===== config.mk =====
export PLATFORM = sky130hd
export DESIGN_NAME = infix_to_postfix_prefix_unit
export DESIGN_NICKNAME = d
export VERILOG_FILES = /design/src/design/i2p_pkg.sv /design/src/design/infix_to_postfix_prefix_unit.sv /design/src/design/i2p_front.sv /design/src/design/i2p_back.sv
export SDC_FILE = /design/constraint.sdc
export NUM_CORES = 1
export LEC_CHECK = 0
export ABC_AREA = 0
export BUFFER_PORTS_ARGS = -buffer_cell sky130_fd_sc_hd__clkbuf_2
export CAP_MARGIN = 20
export CORE_MARGIN = 2
export CORE_UTILIZATION = 41
export DETAILED_ROUTE_END_ITERATION = 7
export MAX_ROUTING_LAYER = met4
export PLACE_DENSITY = 0.53
export SYNTH_ARGS = -nofsm -noshare
export SYNTH_HDL_FRONTEND = slang
export SYNTH_SLANG_ARGS = --single-unit

===== constraint.sdc =====
create_clock -name clk_i -period 8.7 [get_ports clk_i]
set_clock_uncertainty 0.1 [all_clocks]
set_input_delay 0.87 -clock clk_i [delete_from_list [all_inputs] [get_ports clk_i]]
set_output_delay 0.87 -clock clk_i [all_outputs]
set_load 0.03 [all_outputs]

===== src/design/i2p_pkg.sv =====
package i2p_pkg;

  localparam logic [7:0] CH_OPEN  = 8'h28;
  localparam logic [7:0] CH_CLOSE = 8'h29;
  localparam logic [7:0] CH_POW   = 8'h5E;
  localparam logic [7:0] CH_MUL   = 8'h2A;
  localparam logic [7:0] CH_DIV   = 8'h2F;
  localparam logic [7:0] CH_ADD   = 8'h2B;
  localparam logic [7:0] CH_SUB   = 8'h2D;
  localparam logic [7:0] CH_UP_A  = 8'd65;
  localparam logic [7:0] CH_UP_Z  = 8'd90;
  localparam logic [7:0] CH_LO_A  = 8'd97;
  localparam logic [7:0] CH_LO_Z  = 8'd122;
  localparam logic [7:0] CH_D0    = 8'd48;
  localparam logic [7:0] CH_D9    = 8'd57;
  localparam logic [7:0] CASE_OFS = 8'd32;

  // most results one item may deliver
  localparam int MAX_RESULTS = 32;

  typedef enum logic [1:0] {
    K_OPERAND,
    K_CLOSE,
    K_OPER,
    K_OTHER
  } kind_e;

  typedef struct packed {
    logic [7:0] ch;
    logic       last;
    kind_e      kind;
  } item_t;

  typedef enum logic [3:0] {
    S_IDLE,
    S_FEED,
    S_RELOAD,
    S_FLUSH,
    S_REVRD,
    S_REVCH,
    S_EMIT,
    S_EWAIT,
    S_DONE
  } state_e;

  function automatic logic [7:0] upcase(input logic [7:0] c);
    upcase = (c >= CH_LO_A && c <= CH_LO_Z) ? c - CASE_OFS : c;
  endfunction

  function automatic logic [1:0] prio(input logic [7:0] c);
    priority if (c == CH_POW) prio = 2'd3;
    else if (c == CH_MUL || c == CH_DIV) prio = 2'd2;
    else if (c == CH_ADD || c == CH_SUB) prio = 2'd1;
    else prio = 2'd0;
  endfunction

  function automatic kind_e classify(input logic [7:0] c);
    priority if ((c >= CH_UP_A && c <= CH_UP_Z) || (c >= CH_D0 && c <= CH_D9))
      classify = K_OPERAND;
    else if (c == CH_CLOSE) classify = K_CLOSE;
    else if (prio(c) != 2'd0) classify = K_OPER;
    else classify = K_OTHER;
  endfunction

endpackage


===== src/design/infix_to_postfix_prefix_unit.sv =====
// Infix to postfix / prefix converter.
// s_axis: one infix character per item in tdata, tlast on the final one.
// m_axis: converted characters in tdata, tlast on the final one, tuser
//   carries the overflow flag of the expression.
// cfg: a write of cfg_data_i selects the mode (0 postfix, 1 prefix) and
//   clears the stack, buffer and overflow flag; cfg_ready_o is always high.
// A two-item queue sits after the input, so the input keeps accepting
// while the converter works or the output stalls, until the queue is full.
// Postfix steps per item: take from queue, classify, end of output,
// retire; each stack pop or dropped open bracket adds a stack memory
// read-back, each delivered result passes through the output buffer
// memory, and the last item adds a flush of the operators left.
// Prefix mode buffers characters and converts on the last one: a
// reversed read of the buffer, the same per-character and pop steps as
// postfix, then the results.
// A stalled receiver holds the output register; conversion waits on it.
// Reset empties the queue, clears the stack pointer and buffer count and
// selects postfix.
module infix_to_postfix_prefix_unit #(
  parameter int MAX_LEN = 32
) (
  input  logic       clk_i,
  input  logic       rst_ni,
  input  logic       s_axis_tvalid,
  output logic       s_axis_tready,
  input  logic [7:0] s_axis_tdata,   // [7:0] in_char
  input  logic       s_axis_tlast,
  output logic       m_axis_tvalid,
  input  logic       m_axis_tready,
  output logic [7:0] m_axis_tdata,   // [7:0] out_char
  output logic       m_axis_tlast,
  output logic       m_axis_tuser,   // [0] overflow_error
  input  logic       cfg_valid_i,
  output logic       cfg_ready_o,
  input  logic       cfg_data_i
);

  logic           mode_q, mode_d, cfg_we;
  logic           q_valid, q_pop;
  i2p_pkg::item_t q_item;

  assign cfg_ready_o = 1'b1;
  assign cfg_we      = cfg_valid_i && cfg_ready_o;
  assign mode_d      = cfg_we ? cfg_data_i : mode_q;

  always_ff @(posedge clk_i or negedge rst_ni) begin
    if (!rst_ni) mode_q <= 1'b0;
    else         mode_q <= mode_d;
  end

  i2p_front u_front (
    .clk_i      (clk_i),
    .rst_ni     (rst_ni),
    .in_valid_i (s_axis_tvalid),
    .in_ready_o (s_axis_tready),
    .in_char_i  (s_axis_tdata),
    .in_last_i  (s_axis_tlast),
    .q_valid_o  (q_valid),
    .q_item_o   (q_item),
    .q_pop_i    (q_pop)
  );

  i2p_back #(.MAX_LEN(MAX_LEN)) u_back (
    .clk_i       (clk_i),
    .rst_ni      (rst_ni),
    .mode_i      (mode_q),
    .clear_i     (cfg_we),
    .q_valid_i   (q_valid),
    .q_item_i    (q_item),
    .q_pop_o     (q_pop),
    .out_valid_o (m_axis_tvalid),
    .out_ready_i (m_axis_tready),
    .out_char_o  (m_axis_tdata),
    .out_last_o  (m_axis_tlast),
    .out_ovf_o   (m_axis_tuser)
  );

  a_pop_nonempty: assert property (@(posedge clk_i) disable iff (!rst_ni)
    q_pop |-> q_valid) else $error("queue popped while empty");

  a_full_nonempty: assert property (@(posedge clk_i) disable iff (!rst_ni)
    !s_axis_tready |-> q_valid) else $error("input stalled with empty queue");

  a_queue_holds: assert property (@(posedge clk_i) disable iff (!rst_ni)
    q_valid && !q_pop |=> q_valid) else $error("queued item lost");

endmodule


===== src/design/i2p_front.sv =====
module i2p_front (
  input  logic           clk_i,
  input  logic           rst_ni,
  input  logic           in_valid_i,
  output logic           in_ready_o,
  input  logic [7:0]     in_char_i,
  input  logic           in_last_i,
  output logic           q_valid_o,
  output i2p_pkg::item_t q_item_o,
  input  logic           q_pop_i
);

  i2p_pkg::item_t mem_q [2];
  logic       wp_q, wp_d, rp_q, rp_d;
  logic [1:0] cnt_q, cnt_d;
  logic       push;
  logic [7:0] uc;

  assign uc         = i2p_pkg::upcase(in_char_i);
  assign in_ready_o = (cnt_q != 2'd2);
  assign push       = in_valid_i && in_ready_o;
  assign q_valid_o  = (cnt_q != 2'd0);
  assign q_item_o   = mem_q[rp_q];

  always_comb begin
    wp_d  = push ? ~wp_q : wp_q;
    rp_d  = q_pop_i ? ~rp_q : rp_q;
    cnt_d = cnt_q + {1'b0, push} - {1'b0, q_pop_i};
  end

  always_ff @(posedge clk_i or negedge rst_ni) begin
    if (!rst_ni) begin
      wp_q  <= 1'b0;
      rp_q  <= 1'b0;
      cnt_q <= 2'd0;
    end else begin
      wp_q  <= wp_d;
      rp_q  <= rp_d;
      cnt_q <= cnt_d;
    end
  end

  always_ff @(posedge clk_i) begin
    if (push) begin
      mem_q[wp_q] <= '{ch: uc, last: in_last_i, kind: i2p_pkg::classify(uc)};
    end
  end

endmodule


===== src/design/i2p_back.sv =====
module i2p_back #(
  parameter int MAX_LEN = 32
) (
  input  logic           clk_i,
  input  logic           rst_ni,
  input  logic           mode_i,
  input  logic           clear_i,
  input  logic           q_valid_i,
  input  i2p_pkg::item_t q_item_i,
  output logic           q_pop_o,
  output logic           out_valid_o,
  input  logic           out_ready_i,
  output logic [7:0]     out_char_o,
  output logic           out_last_o,
  output logic           out_ovf_o
);

  localparam int AW  = $clog2(MAX_LEN);
  localparam int SPW = $clog2(MAX_LEN + 1);
  localparam int OBD = (MAX_LEN > i2p_pkg::MAX_RESULTS) ? MAX_LEN : i2p_pkg::MAX_RESULTS;
  localparam int OAW = $clog2(OBD);
  localparam int NW  = $clog2(2 * MAX_LEN + i2p_pkg::MAX_RESULTS + 3);
  localparam logic [SPW-1:0] SP_MAX = SPW'(MAX_LEN);
  localparam logic [NW-1:0]  N_MAX  = NW'(MAX_LEN);
  localparam logic [NW-1:0]  N_RES  = NW'(i2p_pkg::MAX_RESULTS);

  logic [7:0] stk [MAX_LEN];
  logic [7:0] ibuf [MAX_LEN];
  logic [7:0] obuf [OBD];

  i2p_pkg::state_e st_q, st_d, ret_q, ret_d;
  logic [SPW-1:0] sp_q, sp_d, cnt_q, cnt_d, k_q, k_d;
  logic [NW-1:0]  n_q, n_d, j_q, j_d;
  logic           seen_q, seen_d, last_q, last_d;
  logic [7:0]     cur_q, cur_d, tos_q, tos_d;
  logic [7:0]     stk_rd_q, ib_rd_q, ob_rd_q;
  logic           ov_q, ov_d, ol_q, ol_d, of_q, of_d;
  logic [7:0]     oc_q, oc_d;

  logic           stk_we, ib_we, ob_we, emit_en;
  logic [AW-1:0]  stk_wa, stk_ra, ib_wa, ib_ra;
  logic [OAW-1:0] ob_wa, ob_ra;
  logic [7:0]     stk_wd, emit_ch;
  logic [SPW-1:0] sp_m2, cnt_new;
  logic [NW-1:0]  m_res, rev_idx;
  i2p_pkg::kind_e kind;
  i2p_pkg::state_e feed_next;

  assign kind    = i2p_pkg::classify(cur_q);
  assign sp_m2   = sp_q - SPW'(2);
  assign m_res   = (n_q > N_RES) ? N_RES : n_q;
  assign rev_idx = n_q - NW'(1) - j_q;
  assign feed_next = mode_i ? i2p_pkg::S_REVRD :
                     (last_q ? i2p_pkg::S_FLUSH : i2p_pkg::S_EMIT);

  always_comb begin
    st_d = st_q; ret_d = ret_q; sp_d = sp_q; cnt_d = cnt_q; k_d = k_q;
    n_d = n_q; j_d = j_q; seen_d = seen_q; last_d = last_q; cur_d = cur_q;
    tos_d = tos_q;
    ov_d = ov_q && !out_ready_i; ol_d = ol_q; of_d = of_q; oc_d = oc_q;
    stk_we = 1'b0; stk_wa = sp_q[AW-1:0]; stk_wd = cur_q; stk_ra = sp_m2[AW-1:0];
    ib_we = 1'b0; ib_wa = cnt_q[AW-1:0]; ib_ra = k_q[AW-1:0] - AW'(1);
    emit_en = 1'b0; emit_ch = cur_q;
    // keep the read address on the pending result while the output stalls
    ob_ra = mode_i ? rev_idx[OAW-1:0] : j_q[OAW-1:0];
    q_pop_o = 1'b0; cnt_new = cnt_q;

    unique case (st_q)
      i2p_pkg::S_IDLE: begin
        if (q_valid_i) begin
          cur_d = q_item_i.ch;
          last_d = q_item_i.last;
          n_d = '0;
          j_d = '0;
          if (!mode_i) begin
            st_d = i2p_pkg::S_FEED;
          end else begin
            if (cnt_q < SP_MAX) begin
              ib_we = 1'b1;
              cnt_new = cnt_q + SPW'(1);
            end else begin
              seen_d = 1'b1;
            end
            cnt_d = cnt_new;
            if (q_item_i.last) begin
              sp_d = '0;
              k_d = cnt_new;
              st_d = i2p_pkg::S_REVRD;
            end else begin
              st_d = i2p_pkg::S_DONE;
            end
          end
        end
      end
      i2p_pkg::S_FEED: begin
        unique case (kind)
          i2p_pkg::K_OPERAND: begin
            emit_en = 1'b1;
            st_d = feed_next;
          end
          i2p_pkg::K_CLOSE: begin
            if (sp_q != '0 && tos_q != i2p_pkg::CH_OPEN) begin
              emit_en = 1'b1; emit_ch = tos_q;
              sp_d = sp_q - SPW'(1);
              ret_d = i2p_pkg::S_FEED; st_d = i2p_pkg::S_RELOAD;
            end else if (sp_q != '0) begin
              // drop the matching open bracket
              sp_d = sp_q - SPW'(1);
              ret_d = feed_next; st_d = i2p_pkg::S_RELOAD;
            end else begin
              st_d = feed_next;
            end
          end
          default: begin
            if (kind == i2p_pkg::K_OPER && sp_q != '0 &&
                i2p_pkg::prio(cur_q) <= i2p_pkg::prio(tos_q)) begin
              emit_en = 1'b1; emit_ch = tos_q;
              sp_d = sp_q - SPW'(1);
              ret_d = i2p_pkg::S_FEED; st_d = i2p_pkg::S_RELOAD;
            end else begin
              if (sp_q < SP_MAX) begin
                stk_we = 1'b1;
                sp_d = sp_q + SPW'(1);
                tos_d = cur_q;
              end else begin
                seen_d = 1'b1;
              end
              st_d = feed_next;
            end
          end
        endcase
      end
      i2p_pkg::S_RELOAD: begin
        tos_d = stk_rd_q;
        st_d = ret_q;
      end
      i2p_pkg::S_FLUSH: begin
        if (sp_q != '0) begin
          emit_en = 1'b1; emit_ch = tos_q;
          sp_d = sp_q - SPW'(1);
          ret_d = i2p_pkg::S_FLUSH; st_d = i2p_pkg::S_RELOAD;
        end else begin
          st_d = i2p_pkg::S_EMIT;
        end
      end
      i2p_pkg::S_REVRD: begin
        if (k_q == '0) begin
          st_d = i2p_pkg::S_FLUSH;
        end else begin
          k_d = k_q - SPW'(1);
          st_d = i2p_pkg::S_REVCH;
        end
      end
      i2p_pkg::S_REVCH: begin
        // reversed scan swaps the brackets
        priority if (ib_rd_q == i2p_pkg::CH_CLOSE) cur_d = i2p_pkg::CH_OPEN;
        else if (ib_rd_q == i2p_pkg::CH_OPEN) cur_d = i2p_pkg::CH_CLOSE;
        else cur_d = ib_rd_q;
        st_d = i2p_pkg::S_FEED;
      end
      i2p_pkg::S_EMIT: begin
        st_d = (j_q == m_res) ? i2p_pkg::S_DONE : i2p_pkg::S_EWAIT;
      end
      i2p_pkg::S_EWAIT: begin
        if (!ov_q || out_ready_i) begin
          ov_d = 1'b1;
          oc_d = ob_rd_q;
          ol_d = last_q && (j_q + NW'(1) == m_res);
          of_d = seen_q || (n_q > N_RES);
          j_d = j_q + NW'(1);
          st_d = i2p_pkg::S_EMIT;
        end
      end
      i2p_pkg::S_DONE: begin
        q_pop_o = 1'b1;
        if (last_q) begin
          sp_d = '0; cnt_d = '0; seen_d = 1'b0;
        end
        st_d = i2p_pkg::S_IDLE;
      end
      default: st_d = i2p_pkg::S_IDLE;
    endcase

    ob_we = 1'b0;
    ob_wa = n_q[OAW-1:0];
    if (emit_en) begin
      if (!mode_i) begin
        ob_we = (n_q < N_RES);
        n_d = n_q + NW'(1);
      end else if (n_q < N_MAX) begin
        ob_we = 1'b1;
        n_d = n_q + NW'(1);
      end else begin
        seen_d = 1'b1;
      end
    end

    if (clear_i) begin
      sp_d = '0; cnt_d = '0; seen_d = 1'b0;
    end
  end

  always_ff @(posedge clk_i or negedge rst_ni) begin
    if (!rst_ni) begin
      st_q   <= i2p_pkg::S_IDLE;
      ret_q  <= i2p_pkg::S_IDLE;
      sp_q   <= '0;
      cnt_q  <= '0;
      seen_q <= 1'b0;
      ov_q   <= 1'b0;
    end else begin
      st_q   <= st_d;
      ret_q  <= ret_d;
      sp_q   <= sp_d;
      cnt_q  <= cnt_d;
      seen_q <= seen_d;
      ov_q   <= ov_d;
    end
  end

  always_ff @(posedge clk_i) begin
    k_q <= k_d; n_q <= n_d; j_q <= j_d; last_q <= last_d; cur_q <= cur_d;
    tos_q <= tos_d; oc_q <= oc_d; ol_q <= ol_d; of_q <= of_d;
  end

  always_ff @(posedge clk_i) begin
    if (stk_we) stk[stk_wa] <= stk_wd;
    stk_rd_q <= stk[stk_ra];
  end

  always_ff @(posedge clk_i) begin
    if (ib_we) ibuf[ib_wa] <= q_item_i.ch;
    ib_rd_q <= ibuf[ib_ra];
  end

  always_ff @(posedge clk_i) begin
    if (ob_we) obuf[ob_wa] <= emit_ch;
    ob_rd_q <= obuf[ob_ra];
  end

  assign out_valid_o = ov_q;
  assign out_char_o  = oc_q;
  assign out_last_o  = ol_q;
  assign out_ovf_o   = of_q;

endmodule


==> results of run 1 <==
-- cells in the mapped netlist, types with 4 or more instances --
cell | number | area (um^2)
o2111ai_1 | 5 | 43.8
xor2_1 | 12 | 105
nand3_1 | 36 | 180
buf_1 | 17 | 63.8
a21oi_1 | 28 | 140
or3_1 | 5 | 31.3
and2_1 | 6 | 37.5
dfxtp_1 | 31 | 621
nand4_1 | 4 | 25.0
o32a_1 | 4 | 40.0
mux2_2 | 58 | 653
a31oi_1 | 6 | 37.5
nor3_1 | 14 | 70.1
o22ai_1 | 5 | 31.3
nor4_1 | 5 | 31.3
inv_1 | 37 | 139
a21o_1 | 6 | 45.0
clkbuf_1 | 57 | 214
xnor2_1 | 22 | 193
buf_2 | 16 | 80.1
edfxtp_1 | 826 | 24800
and3_1 | 4 | 25.0
nand2_1 | 50 | 188
o32ai_1 | 6 | 52.6
ha_1 | 28 | 350
nand3b_1 | 7 | 52.6
nor2_1 | 138 | 518
o21ai_1 | 4 | 20.0
o31ai_1 | 4 | 30.0
mux4_2 | 224 | 5040
a211oi_1 | 5 | 37.5
mux2i_1 | 56 | 561
nand2b_1 | 6 | 37.5
o21ai_0 | 29 | 145
nor4b_1 | 5 | 43.8
dfrtp_1 | 26 | 651
nor3b_1 | 4 | 30.0
nor2b_1 | 12 | 75.1
-- worst max-delay path: stages, from the launching register on --
cell and delay [ns]:
edfxtp_1 0.90, buf_4 0.38, or3b_1 0.44, nor3_1 0.23
mux2_2 0.19, a22oi_1 0.08, ha_1 0.31, nand2_1 0.06
o21ai_0 0.12, o2111a_2 0.31, nor4_1 0.64, nand2_1 0.59
nor2_1 0.72
-- registers in the layout, summed over array words and instances, names as in the netlist, 2 cells and up --
signal,count
u_back.ret_q,3
u_back.k_q,6
u_back.stk_rd_q,8
u_back.cur_q,8
u_back.sp_q,6
u_back.stk,256
u_back.j_q,7
u_front.mem_q,18
u_back.out_char_o,8
u_back.tos_q,8
u_back.obuf,256
u_back.ob_rd_q,8
u_back.st_q,4
u_back.ib_rd_q,8
u_front.cnt_q,2
u_back.cnt_q,6
u_back.ibuf,256
u_back.n_q,7
-- per-stage QoR --
stage               power (mW)  worst slack (ns)
CTS                       14.3              3.19
detailed placement        10.3              3.19
finish                    14.1              3.19
floorplan                 8.43              4.00
global placement          10.2              3.35
global route              14.7              2.66
-- power breakdown --
part / total (mW) / switching [mW] / internal (mW)
Sequential: 5.78 / 0.233 / 5.55
Combinational: 4.33 / 2.62 / 1.71
Clock: 3.98 / 1.64 / 2.34
Total: 14.1 / 4.49 / 9.60
-- worst max-delay path by stage --
stage	endpoint	slack [ns]	cells past startpoint
2_1_floorplan	u_back.obuf[0][4]	4.00	11
3_3_place_gp	u_back.obuf[22][4]	3.35	12
3_5_place_dp	u_back.stk[25][4]	3.19	12
4_1_cts	u_back.stk[23][1]	3.19	12
5_1_grt	u_back.stk[27][4]	2.66	12
6_report	u_back.stk[27][4]	3.19	12
-- cell families after synthesis --
logic type | synth area share, %
and+or+nand+nor | 4.23
DFF | 72.2
xor gates and xnor gates | 0.825
other | 0.0104
adders and majority gates | 1.03
buffers and inverters | 1.42
muxes | 17.3
AOI/OAI and AO/OA | 2.91
-- cell type report --
type | instances | share of cell area (%)
tap | 1155 | 3.55
inverter | 39 | 0.359
timing repair buffer | 58 | 0.958
antenna | 2 | 0.0123
sequential | 883 | 64.0
clock buffer | 120 | 6.20
clock inverter | 48 | 1.42
multi-input combinational | 865 | 23.5
-- layer usage --
layer / vias to the layer above / global-route usage [%] / routed length [um]
met1: 9288 / 25.6 / 36000
met3: 95 / 3.07 / 3990
met2: 455 / 30.9 / 41300
met4: 0 / 4.35 / 1400
met5: - / - / 0
li1: 7796 / - / -
==> impl_results.md, run 1 <==
* Crit path kind: flop to flop
* Leading cell types in the layout, fill and taps excluded: edfxtp_1 (826), mux4_2 (224), nor2_1 (138), clkbuf_16 (93), mux2_2 (58)
* Reg clk slew, reported paths at around 0.060 ns
* DRT Pass-1 Iters at 5
* Netlist Area Pre-Place at 0.0361 mm^2
* DP HPWL at around 51000 um
* Clock Sinks at slightly below 900
* Row cnt at ~110
* Reg2reg end: u_back.stk[27][4]
* Yosys warns at 0
* Initial antenna violation count at 3
* Post-CTS setup repair buffer count at 0
* Multi-input logic area at 0.00958 mm^2
* Largest net degree at the start of global routing at 70
* Ys flop type: edfxtp_1
* Die width at around 300 um
* Pwr dens at approximately 350 mW/mm^2
* CP arrival at about 5.7 ns
* CTS resizes at 0
* # port buffers at 26
* WL final at about 83000 um
* Finished Core Util at a little under half
* R2r startpoint: u_back.cur_q[6]
* Total CTS buffers at between 90 and 100
* Slew Limit Fails at 0
* Post-synthesis async set-or-reset flop share at 2.94%
* Non-Filler Instances at 3170
* CP endpoint kind: flop
* Dpl cells at approximately 3000
* Vias per Instance at approximately 5.6
* Avg Cell Area, Syn at between 15 and 20 um^2
* GRT Total Usage at 19.1%
* Share of post-route cells with drive strength above 1 at 25.2%
* Commonest non-fill, non-tap cell in the layout: edfxtp_1
* Sequential area share after synthesis at ~72%
* Grt total ovfl at 0
* DRC viols at 0
* Placed Area at 0.0376 mm^2
* Setup_tns at 0 ns
* Leak pwr at 13.0 nW
* Final hold vios at 0
* Crit path from: u_back.cur_q[6]
* Flop2flop setup slack at roughly 3.2 ns
* WL/cell at 26.1 um
* Htree depth at 3
* Placer Congestion at roughly 0.8
* Core area at 0.0870 mm^2
* R2R cell count at 12
* Worst Hold Margin at about 0.21 ns
* Fillers at between 7000 and 8000
* HP Class: primary input to asynchronous set/reset pin
* Maximum vdd drop at approximately 0.27 mV
* Slew at the pin closest to its max-slew limit at ~1.0 ns
* First-pass GRT wire length at about 120000 um
* Count of final setup violators at 0
* Ports at 28
* Nets at 1983
* Clock root buffer: clkbuf_16
* Clk Latency, worst-skew pair at between 0.6 and 0.7 ns
* Vias in the first global route at approximately 18000
* Post-synth EDFFs at 826
* Vias at between 15000 and 20000
* Initial Util at between 40 and 50%
* Synth unique cells at around 80
* Rel. slew slack at between 30% and 40%
* Starting DRT DRC Count at 1424
* Max-cap viol count at 0
* CTS Hold Bufs at 0
* Post-DRT Antenna Nets at 0
* Crit path launch type: flop
* WP data required at roughly 9 ns
* Status: complete, no violations
* Finished Cell Area at between 0.04 and 0.05 mm^2
* TritonCTS clock tree: done
* Die area at around 0.09 mm^2
* #FFs+latches synth at between 800 and 900
* Fmax achieved at about 180 MHz
* Synthesis-to-finish area growth at 12.9%
* Synth Net Count at just under 2000
* Die height at around 300 um
* RSZ-0062 raised after global routing: no
* Final worst-path cycle share at a little over three fifths
* Post-Synthesis Cells at 1878
* Minimum clock period at about 5.5 ns
* CP Max Fanout at 22
* FF+latch area at between 0.02 and 0.03 mm^2
* CTS max path bufs at 3
Note: power is estimated with default switching activity, not from simulation.
==> inputs of run 2 (changes only) <==
==> constraint.sdc (replaced) <==
create_clock -name clk_i -period 5.61 [get_ports clk_i]
set_clock_uncertainty 0.1 [all_clocks]
set_input_delay 0.561 -clock clk_i [delete_from_list [all_inputs] [get_ports clk_i]]
set_output_delay 0.561 -clock clk_i [all_outputs]
set_load 0.03 [all_outputs]
==> impl_results.md, run 2 (synthesized netlist as in run 1, its figures left out) <==
* Status: complete, no violations (unchanged)
* Top delay family on crit path: compound AO/OA/AOI/OAI gates (was simple AND/OR/NAND/NOR gates)
* Max-cap viol count at 0 (unchanged)
* Vias at 17874 (was 17634)
* Vias in the first global route at 18446 (was 18471)
* Row cnt at 108 (unchanged)
* Leading cell types in the layout, fill and taps excluded: edfxtp_1 (826), mux4_2 (224), nor2_1 (138), clkbuf_16 (97), mux2_2 (58) (was edfxtp_1 (826), mux4_2 (224), nor2_1 (138), clkbuf_16 (93), mux2_2 (58))
* Regs by FF count: u_back.ibuf x256, u_back.obuf x256, u_back.stk x256 (unchanged)
* Die area at 0.0904 mm^2 (unchanged)
* Initial antenna violation count at 2 (was 3)
* Worst path cell trace: nor4b_1 > nand2b_1 > a21oi_1 > a31o_2 > nand3_1 > ha_1 > nor2b_1 > o21ai_0 > o2111a_2 > o211a_1 > o211ai_2 > nor2_1 (was buf_4 > or3b_1 > nor3_1 > mux2_2 > a22oi_1 > ha_1 > nand2_1 > o21ai_0 > o2111a_2 > nor4_1 > nand2_1 > nor2_1)
* Clock Sinks at 883 (unchanged)
* RSZ-0062 raised after global routing: no (unchanged)
* GRT Total Usage at 19.1% (about the same)
* Reg clk slew, reported paths at 0.06 ns (about the same)
* Hold_sp: s_axis_tdata[2]
* WL final at 82600 um (about the same)
* FF+latch area at 0.0261 mm^2 (unchanged)
* Switching share of power at 31.7% (was 31.9%)
* CP arrival at 5.03 ns (was 5.67 ns)
* Setup_tns at 0 ns (unchanged)
* Minimum clock period at 4.84 ns (was 5.51 ns)
* CP Max Fanout at 16 (was 22)
* Die width at 301 um (unchanged)
* Final hold vios at 0 (unchanged)
* Multi-input logic area at 0.00958 mm^2 (unchanged)
* Starting DRT DRC Count at 1633 (was 1424)
* Nets at 2015 (was 1983)
* WL/cell at 25.8 um (was 26.1 um)
* Logic pwr share at 30.9% (was 30.7%)
* Leak pwr at 13.2 nW (was 13.0 nW)
* Slew Limit Fails at 0 (unchanged)
* Count of final setup violators at 0 (unchanged)
* CTS max path bufs at 3 (unchanged)
* CP endpoint kind: flop (unchanged)
* Hold endpoint: u_front.mem_q[0][5]
* Crit path kind: flop to flop (unchanged)
* Placed Area at 0.0378 mm^2 (was 0.0376 mm^2)
* Fillers at 7297 (was 7290)
* R2R cell count at 12 (unchanged)
* Clock share of power at 28.6% (was 28.3%)
* HP Class: primary input to flop (was primary input to asynchronous set/reset pin)
* Grt total ovfl at 0 (unchanged)
* Synthesis-to-finish area growth at 13.9% (was 12.9%)
* Cell Int Power at 15.1 mW (was 9.60 mW)
* CTS resizes at 0 (unchanged)
* Ports at 28 (unchanged)
* Clock root buffer: clkbuf_16 (unchanged)
* Initial Util at 41.5% (unchanged)
* First-pass GRT wire length at 124000 um (about the same)
* Buf/Inv on CP at 0 (was 1)
* Core area at 0.0870 mm^2 (unchanged)
* Crit path launch type: flop (unchanged)
* Die height at 301 um (unchanged)
* Clk Latency, worst-skew pair at 0.65 ns (was 0.66 ns)
* Htree depth at 3 (unchanged)
* Placer Congestion at 0.809 (was 0.790)
* Fmax achieved at 206 MHz (was 182 MHz)
* DP HPWL at 52300 um (was 51400 um)
* CP max stage cell: nor2_1 (was edfxtp_1)
* Total CTS buffers at 95 (was 92)
* Reg2reg end: u_back.obuf[6][4] (was u_back.stk[27][4])
* DRC viols at 0 (unchanged)
* Post-DRT Antenna Nets at 0 (unchanged)
* Largest net degree at the start of global routing at 70 (unchanged)
* WP data required at 5.79 ns (was 8.87 ns)
* # port buffers at 26 (unchanged)
* Commonest non-fill, non-tap cell in the layout: edfxtp_1 (unchanged)
* Slowest stage delay, CP at 0.76 ns (was 0.90 ns)
* Slew at the pin closest to its max-slew limit at 1.08 ns (was 1.01 ns)
* Maximum vdd drop at 0.379 mV (was 0.269 mV)
* Share of post-route cells with drive strength above 1 at 26.1% (was 25.2%)
* DRT Pass-1 Iters at 5 (unchanged)
* Sw power at 7.02 mW (was 4.49 mW)
* TritonCTS clock tree: done (unchanged)
* R2r startpoint: u_back.tos_q[4] (was u_back.cur_q[6])
* Finished Cell Area at 0.0411 mm^2 (was 0.0408 mm^2)
* Vias per Instance at 5.58 (was 5.56)
* Post-CTS setup repair buffer count at 0 (unchanged)
* # diodes at 0 (was 2)
* Reg power frac at 40.5% (was 41.0%)
* Rel. slew slack at 27.5% (was 32.7%)
* Pwr dens at 539 mW/mm^2 (was 346 mW/mm^2)
* Flop2flop setup slack at 0.77 ns (was 3.19 ns)
* Final worst-path cycle share at 86.3% (was 63.3%)
* Hold depth at 1
## run 2: worst reg2reg max path: cells and delay by family, from the launching register on
kind	cells	cell delay [ns]
AOI/OAI and AO/OA	6	1.82
and+or+nand+nor	5	1.81
DFF	1	0.42
adders and majority gates	1	0.31
## run 2: power groups by stage
| stage | Sequential, mW | Combinational [mW] | Clock [mW] |
|---|---|---|---|
| 4_1_cts | 8.96 | 6.99 | 6.50 |
| 6_report | 8.97 | 6.86 | 6.34 |
| 5_1_grt | 9.02 | 7.40 | 6.75 |
| 3_5_place_dp | 9.10 | 6.98 | 0 |
| 3_3_place_gp | 9.09 | 6.91 | 0 |
| 2_1_floorplan | 9.02 | 4.05 | 0 |
## run 2: routing by layer
layer	vias up	wire length, um	global-route usage, %
met5	-	0	-
met4	0	1660	4.52
met3	123	4210	3.09
met2	452	39700	29.6
met1	9447	37000	26.7
li1	7852	-	-
## run 2: what timing repair did
item	CTS	global route
hold endpoints to repair	35	0
setup endpoints to repair	0	0
hold buffers	6	0
## run 2: metrics by stage
step                power, mW  hold slack [ns]  setup slack (ns)  instances  util (%)
floorplan                13.1            0.165             0.913       1878         -
global placement         16.0            0.286             0.728       3020      43.4
detailed placement       16.1            0.290             0.725       3021      43.5
CTS                      22.5         0.000955             0.676       3202      47.2
global route             23.2           0.0214             0.373       3204      47.3
finish                   22.2           0.0481             0.766       3204      47.3
## run 2: how the worst max path moves through the flow
stage,end,from,cells past startpoint,slack [ns]
after global placement,u_back.stk[17][6],u_back.tos_q[4],12,0.73
after floorplan,u_back.obuf[0][4],u_back.cur_q[6],11,0.91
after CTS,u_back.stk[12][3],u_back.tos_q[4],12,0.68
after detailed placement,u_back.stk[17][6],u_back.tos_q[4],12,0.72
final,u_back.obuf[6][4],u_back.tos_q[4],12,0.77
after global routing,u_back.stk[17][1],u_back.tos_q[4],12,0.37
## run 2: layout make-up
type	instances	share of cell area (%)
inverter	39	0.356
sequential	883	63.4
multi-input combinational	865	23.3
clock inverter	55	1.56
timing repair buffer	87	1.66
clock buffer	120	6.19
tap	1155	3.51
